$ cat src/rtl/nsc_pkg.sv
// ----------------------------------------------------------------------------
// nsc_pkg
// Shared constants, types and helpers for the sentence checker.
// ----------------------------------------------------------------------------
`default_nettype none

package nsc_pkg;

  localparam int unsigned MAX_LINE = 256;
  localparam int unsigned CNT_W    = $clog2(MAX_LINE);
  localparam int unsigned LEN_W    = 9;

  localparam logic [7:0] CH_DOLLAR = 8'h24;
  localparam logic [7:0] CH_BANG   = 8'h21;
  localparam logic [7:0] CH_STAR   = 8'h2A;
  localparam logic [7:0] CH_NL     = 8'h0A;

  typedef enum logic [2:0] {
    ST_GOOD      = 3'd0,
    ST_BAD_START = 3'd1,
    ST_NO_STAR   = 3'd2,
    ST_BAD_FIELD = 3'd3,
    ST_MISMATCH  = 3'd4
  } status_e;

  typedef struct packed {
    logic [2:0]       line_status;
    logic             forward_line;
    logic [7:0]       computed_sum;
    logic [7:0]       received_sum;
    logic [LEN_W-1:0] line_length;
    logic [7:0]       bad_start_run;
  } res_t;

  // bit 4 flags a valid digit, bits 3:0 carry its value
  function automatic logic [4:0] hex_digit(input logic [7:0] c);
    logic [4:0] r;
    r = 5'd0;
    if (c >= 8'h30 && c <= 8'h39) begin
      r = {1'b1, c[3:0]};
    end else if ((c >= 8'h41 && c <= 8'h46) || (c >= 8'h61 && c <= 8'h66)) begin
      r = {1'b1, c[3:0] + 4'd9};
    end
    return r;
  endfunction

endpackage

`default_nettype wire

$ cat src/rtl/nsc_line_acc.sv
// ----------------------------------------------------------------------------
// nsc_line_acc
// Per-line accumulators: start check, XOR sum, checksum field capture,
// length count and bad start run; emits one verdict per finished line.
// ----------------------------------------------------------------------------
`default_nettype none

module nsc_line_acc (
  input  wire logic          clk_i,
  input  wire logic          rst_ni,
  input  wire logic          byte_vld_i,
  input  wire logic [7:0]    byte_i,
  input  wire logic          fwd_en_i,
  output logic               res_vld_o,
  output nsc_pkg::res_t      res_o
);
  import nsc_pkg::*;

  logic [CNT_W-1:0] cnt_q, cnt_d;
  logic             start_q, start_d;
  logic [7:0]       xor_q, xor_d;
  logic             star_q, star_d;
  logic [1:0]       dig_q, dig_d;
  logic [7:0]       hex_q, hex_d;
  logic             inv_q, inv_d;
  logic [7:0]       run_q, run_d;

  logic             a_start, a_star, a_inv;
  logic [7:0]       a_xor, a_hex;
  logic [1:0]       a_dig;
  logic [4:0]       hv;
  logic             is_nl, first, overflow;
  logic [CNT_W:0]   cnt_inc;
  status_e          status;

  assign is_nl    = (byte_i == CH_NL);
  assign first    = (cnt_q == '0);
  assign cnt_inc  = {1'b0, cnt_q} + 1'b1;
  assign overflow = (cnt_inc >= (CNT_W+1)'(MAX_LINE));
  assign hv       = hex_digit(byte_i);

  // take the current byte into the line accumulators
  always_comb begin
    a_start = first ? (byte_i == CH_DOLLAR || byte_i == CH_BANG) : start_q;
    a_xor   = xor_q;
    if (!first && !star_q && byte_i != CH_STAR && byte_i != CH_DOLLAR &&
        byte_i != CH_BANG) begin
      a_xor = xor_q ^ byte_i;
    end
    a_star = star_q;
    a_dig  = dig_q;
    a_hex  = hex_q;
    a_inv  = inv_q;
    if (byte_i == CH_STAR) begin
      a_star = 1'b1;
      a_dig  = 2'd0;
      a_hex  = 8'd0;
      a_inv  = 1'b0;
    end else if (star_q && dig_q < 2'd2) begin
      a_inv = inv_q | ~hv[4];
      a_hex = {hex_q[3:0], hv[4] ? hv[3:0] : 4'd0};
      a_dig = dig_q + 2'd1;
    end
  end

  always_comb begin
    status = ST_GOOD;
    res_o  = '0;
    run_d  = run_q;
    if (!a_start) begin
      status = ST_BAD_START;
      if (run_q != 8'hFF) begin
        run_d = run_q + 8'd1;
      end
    end else begin
      run_d              = 8'd0;
      res_o.computed_sum = a_xor;
      if (!a_star) begin
        status = ST_NO_STAR;
      end else if (a_dig < 2'd2 || a_inv) begin
        status = ST_BAD_FIELD;
      end else begin
        res_o.received_sum = a_hex;
        status = (a_hex == a_xor) ? ST_GOOD : ST_MISMATCH;
      end
    end
    res_o.line_status   = status;
    res_o.forward_line  = (status == ST_GOOD) && fwd_en_i;
    res_o.line_length   = LEN_W'(cnt_inc);
    res_o.bad_start_run = run_d;
  end

  assign res_vld_o = byte_vld_i && is_nl && !first;

  always_comb begin
    cnt_d   = cnt_q;
    start_d = start_q;
    xor_d   = xor_q;
    star_d  = star_q;
    dig_d   = dig_q;
    hex_d   = hex_q;
    inv_d   = inv_q;
    if (byte_vld_i && (overflow && !is_nl || res_vld_o)) begin
      cnt_d   = '0;
      start_d = 1'b0;
      xor_d   = 8'd0;
      star_d  = 1'b0;
      dig_d   = 2'd0;
      hex_d   = 8'd0;
      inv_d   = 1'b0;
    end else if (byte_vld_i && !is_nl) begin
      cnt_d   = cnt_inc[CNT_W-1:0];
      start_d = a_start;
      xor_d   = a_xor;
      star_d  = a_star;
      dig_d   = a_dig;
      hex_d   = a_hex;
      inv_d   = a_inv;
    end
  end

  always_ff @(posedge clk_i or negedge rst_ni) begin
    if (!rst_ni) begin
      cnt_q   <= '0;
      start_q <= 1'b0;
      xor_q   <= 8'd0;
      star_q  <= 1'b0;
      dig_q   <= 2'd0;
      hex_q   <= 8'd0;
      inv_q   <= 1'b0;
      run_q   <= 8'd0;
    end else begin
      cnt_q   <= cnt_d;
      start_q <= start_d;
      xor_q   <= xor_d;
      star_q  <= star_d;
      dig_q   <= dig_d;
      hex_q   <= hex_d;
      inv_q   <= inv_d;
      if (res_vld_o) begin
        run_q <= run_d;
      end
    end
  end

  a_clear_after_line: assert property (@(posedge clk_i) disable iff (!rst_ni)
    res_vld_o |=> (cnt_q == '0 && !star_q && xor_q == 8'd0))
    else $error("line state not cleared after verdict");

  a_bad_start_sums: assert property (@(posedge clk_i) disable iff (!rst_ni)
    (res_vld_o && res_o.line_status == ST_BAD_START) |->
      (res_o.computed_sum == 8'd0 && res_o.received_sum == 8'd0))
    else $error("bad start line carries sums");

  a_good_clears_run: assert property (@(posedge clk_i) disable iff (!rst_ni)
    (res_vld_o && res_o.line_status != ST_BAD_START) |=> (run_q == 8'd0))
    else $error("run counter not cleared on good start");

  a_run_steps: assert property (@(posedge clk_i) disable iff (!rst_ni)
    (res_vld_o && res_o.line_status == ST_BAD_START && run_q != 8'hFF) |=>
      (run_q == $past(run_q) + 8'd1))
    else $error("run counter did not advance");

endmodule

`default_nettype wire

$ cat config.mk
export PLATFORM = sky130hd
export DESIGN_NAME = nsc_line_acc
export DESIGN_NICKNAME = d
export VERILOG_FILES = /design/src/rtl/nsc_pkg.sv /design/src/rtl/nsc_line_acc.sv
export SDC_FILE = /design/constraint.sdc
export NUM_CORES = 1
export LEC_CHECK = 0
export BUFFER_PORTS_ARGS = -buffer_cell sky130_fd_sc_hd__clkbuf_2
export CAP_MARGIN = 10
export CORE_MARGIN = 5
export CORE_UTILIZATION = 23
export CTS_BUF_LIST = sky130_fd_sc_hd__clkbuf_2
export DETAILED_ROUTE_END_ITERATION = 16
export GPL_TIMING_DRIVEN = 0
export SKIP_CTS_REPAIR_TIMING = 1
export SYNTH_ARGS = -nofsm -noshare
export SYNTH_HDL_FRONTEND = slang
export SYNTH_SLANG_ARGS = --single-unit
$ cat constraint.sdc
create_clock -name clk_i -period 3.13 [get_ports clk_i]
set_clock_uncertainty 0.05 [all_clocks]
set_input_delay 0.313 -clock clk_i [delete_from_list [all_inputs] [get_ports clk_i]]
set_output_delay 0.313 -clock clk_i [all_outputs]
set_load 0.01 [all_outputs]
Word level (Yosys, flattened, before mapping)
Index checks and enable logic that the tools add are counted.
{"block": "op_classes", "n_shift": 0, "div": 0, "magnitude_cmp": 9, "n_bitwise": 3, "reduce_logical": 24, "multipliers": 0, "n_eq_ne": 9, "muxes": 35, "addsub": 4}
{"op": "two-way mux 8 bit", "n": 13}
{"op": "equality test 8 x 6 -> 1 bit, second input constant", "n": 3}
{"op": "inequality test 8 x 6 -> 1 bit, second input constant", "n": 3}
{"op": "greater-or-equal comparator 8 x 7 -> 1 bit, second input constant", "n": 2}
{"op": "<= comparator 8 x 7 -> 1 bit, second input constant", "n": 2}
{"op": "two-way mux 16 bit", "n": 1}
{"op": "logical AND 1 bit", "n": 14}
{"op": "two-way mux 3 bit", "n": 4}
{"op": "two-way mux 1 bit", "n": 10}
{"op": "two-way mux 5 bit", "n": 2}
{"op": "adder 8 x 1 -> 9 bit, second input constant", "n": 1}
{"op": "greater-or-equal comparator 9 bit, second input constant", "n": 1}
{"op": "adder 8 x 1 -> 8 bit, second input constant", "n": 1}
{"op": "equality test 8 x 4 -> 1 bit, second input constant", "n": 1}
{"op": "equality test 8 bit", "n": 1}
{"op": "greater-or-equal comparator 8 x 6 -> 1 bit, second input constant", "n": 1}
{"op": "<= comparator 8 x 6 -> 1 bit, second input constant", "n": 1}
{"op": "zero test 8 bit", "n": 1}
{"op": "two-way mux 2 bit", "n": 4}
{"op": "inequality test 8 bit, second input constant", "n": 1}
{"op": "bitwise XOR 8 bit", "n": 1}
{"op": "adder 4 bit, second input constant", "n": 1}
{"op": "logical OR 1 bit", "n": 4}
{"op": "< comparator 2 bit, second input constant", "n": 2}
{"op": "7 further kinds", "n": 9}
{"block": "totals", "latch_bits": 0, "mem_bits_ro": 0, "n_memories": 0, "elab_cells": 92, "input_bits": 12, "output_inout_bits": 38, "register_bits": 37, "mem_bits_rw": 0}

Depth between registers and ports, before layout
{"block": "logic_depth", "depth_word": 15, "depth_mapped": 9, "depth_no_buf": 8}

Least setup slack after synthesis
OpenSTA, ideal clock, no wires.
{"block": "synth_path", "kind": "reg-to-output", "from": "register cnt_q[0]", "to": "output port res_o[33] (netlist name)", "path_stages_with_launch": 10, "path_buffers": 1, "required_time_ns": 2.767, "path_slack_ns": 0.366, "t_arrival_ns": 2.401, "cell_sequence": "dfrtp_1 -> inv_1 -> ha_1 -> or4b_1 -> buf_6 -> o21ai_4 -> a22oi_1 -> or4b_1 -> a211oi_2 -> and4_1"}
{"item": "from (decl)", "line": "nsc_line_acc.sv:19", "source": "logic [CNT_W-1:0] cnt_q, cnt_d;"}
{"item": "from (signal assigned)", "line": "nsc_line_acc.sv:133", "source": "cnt_q <= cnt_d;"}
{"item": "to (decl)", "line": "nsc_line_acc.sv:15", "source": "output nsc_pkg::res_t res_o"}

==> summary.md <==
| Metric | Value |
|---|---|
| Status | `finished with violations` |
| Violated checks | `hold timing, setup timing` |
| Placement Rows | `41` |
| Met1 Wirelength | `4.19 mm` |
| Layout area overhead | `21.1%` |
| GP Congestion | `0.915` |
| Die width | `123 µm` |
| CTS tree | `done` |
| Cell variety after synth | `64` |
| Count of state elements after synthesis | `37` |
| Met3 wire length | `476 µm` |
| Setup violators final | `9` |
| Origin of the critical flop-to-flop path | `cnt_q[0]` |
| Drt first pass iters | `4` |
| Initial Util | `0.233` |
| Reg2Reg Depth | `8` |
| Area contributors post-synth | `dfrtp_1 32%, o21ai_0 5.7%, nand2_1 4.1%` |
| Vias per cell | `5.11` |
| Final Cycle Share | `1.09` |
| Setup Crit Path Kind | `reg -> out` |
| CTS root buf | `clkbuf_2` |
| WP data arrival | `3.06 ns` |
| Post-synth EDFFs | `0` |
| Critical Path Sink Type | `output port` |
| Htree depth | `2` |
| Cell taking the most area after synthesis | `dfrtp_1` |
| Clock tree sinks | `37` |
| Vias | `2952` |
| Hold WC Path Type | `in -> async` |
| Die Area | `15000 µm²` |
| Avg WL per Cell | `16.0 µm` |
| Routed wl met2 | `4.42 mm` |
| RSZ-0062 raised after global routing | `yes` |
| Main synth FF type | `dfrtp_1` |
| Reg2Reg Setup Slack | `0.37 ns` |
| Power per standard cell area | `477 nW/µm²` |
| Gr ovfl total | `0` |
| Iteration-0 DRC Markers | `256` |
| Final Hold Fails | `10` |
| Drc violations | `0` |
| Minimum clock period | `3.42 ns` |
| Peak VDD IR | `0.127 mV` |
| Fillcell total | `1360` |
| Final net count | `425` |
| Sum Neg Setup Slack | `-0.828 ns` |
| Worst-skew pair later-pin latency | `0.42 ns` |
| Post-route worst setup slack | `-0.290 ns` |
| R2r endpoint | `cnt_q[6]` |
| Vias in the first global route | `2842` |
| Placed cell area | `3360 µm²` |
| Rel. slew slack | `0.297` |
| Post-Syn Nets | `367` |
| LEAKAGE | `1.51 nW` |
| Pins over their slew limit | `0` |
| Clk buf depth | `2` |
| Critical path required time | `2.77 ns` |
| Core Box Area | `12500 µm²` |
| Worst hold slack | `-0.0171 ns` |
| Post-route ant nets | `0` |
| Share of layout cells above drive strength 1 | `0.259` |
| Clock slew at reported path FFs | `0.23 ns` |
| Initial antenna violation count | `0` |
| Seq/Total Area, Yosys | `0.317` |
| Most frequent cells in the layout | `48 x clkbuf_2, 36 x dfrtp_1, 32 x o21ai_0` |
| Max Used Layer | `met4` |
| Synthesized area per cell | `8.38 µm²` |
| Die Y | `123 µm` |
| Worst Tran Pin Value | `1.05 ns` |
| CP startpoint kind | `flip-flop` |
| Synth top area share | `0.317` |
| Asr flop ratio synth | `1.00` |
| Crit-path max FO | `8` |
| Num CTS Buffers | `5` |
| Commonest non-fill, non-tap cell in the layout | `clkbuf_2` |
| Total wire length | `9.24 mm` |
| IO Port Bufs | `46` |
| Overall Global Routing Usage | `0.124` |
| Largest net degree at the start of global routing | `38` |
| Post-DP HPWL | `6.85 mm` |
| Fmax | `0.292 GHz` |
| Netlist Area Pre-Place | `2920 µm²` |
| Antenna cell count | `0` |
| Max_cap viols | `0` |
| Synth Warn # | `0` |
| Fin area | `3530 µm²` |
| Top Ports | `50` |
| Syn Inst Count | `348` |
| First-pass GRT wire length | `14.8 mm` |
==> power breakdown <==
part	switching, mW	total, mW	internal (mW)
Sequential	0.0951	0.658	0.563
Clock	0.176	0.229	0.0521
Combinational	0.444	0.798	0.354
==> kinds of logic after synthesis <==
group           synth area share
compound gates             0.251
xor+xnor                  0.0412
fa+ha+maj                 0.0300
buf+inv                   0.0506
flops                      0.317
mux                       0.0296
simple gates               0.280
==> synth_stat cells (6+ instances only) <==
cell	n
o21ai_0	33
ha_1	7
o211ai_1	9
nand2_1	32
xnor2_1	7
buf_2	6
and3_1	6
a21oi_1	16
clkbuf_1	14
nand3_1	20
a22o_1	9
dfrtp_1	37
nand4_1	6
inv_1	10
and2_1	10
nor2_1	31
==> critical path: stages, from the launching register on <==
cell	delay (ns)
dfrtp_2	0.49
inv_2	0.10
ha_4	0.13
or4b_4	0.55
o21ai_4	0.19
a22oi_2	0.06
or4b_4	0.56
a211oi_4	0.24
and4_1	0.22
buf_2	0.13
==> layout make-up <==
type | count | area, µm² | area share
Inverter | 10 | 37.5 | 0.0106
Clock inverter | 1 | 3.75 | 0.00106
Timing Repair Buffer | 52 | 278 | 0.0786
Multi-Input combinational cell | 278 | 1930 | 0.546
Buffer | 22 | 114 | 0.0322
Clock buffer | 6 | 30.0 | 0.00850
Sequential cell | 37 | 927 | 0.262
Tap cell | 172 | 215 | 0.0609
==> per-stage QoR <==
stage	setup WS, ns	power (mW)	util	hold slack (ns)	std cells
after floorplan	0.366	1.18	-	-0.0326	348
after global placement	-0.114	1.36	0.269	0.420	566
after detailed placement	-0.0778	1.38	0.269	0.426	566
after CTS	-0.580	1.61	0.271	0.00987	573
after global routing	-0.441	1.81	0.282	0.0564	578
final	-0.290	1.69	0.282	-0.0171	578
==> worst max-delay path by stage <==
stage | start | endpoint | slack [ns] | cells after the start
floorplan | cnt_q[0] | res_o[33] | 0.37 | 9
global placement | cnt_q[0] | res_o[34] | -0.11 | 9
detailed placement | cnt_q[0] | res_o[34] | -0.08 | 9
CTS | cnt_q[0] | res_o[34] | -0.58 | 9
global route | cnt_q[0] | res_o[33] | -0.44 | 9
finish | cnt_q[0] | res_o[33] | -0.29 | 9
==> state kept, by name (all words and copies together) (netlist names) <==
signal   flops
run_q        8
cnt_q        8
hex_q        8
xor_q        8
star_q       1
inv_q        1
dig_q        2
start_q      1
==> metal layers <==
layer,vias up,global-route usage
met5,-,0
met4,0,0.0469
li1,1404,-
met2,107,0.202
met3,10,0.0180
met1,1431,0.166
Power figures use the tool's default switching activity.
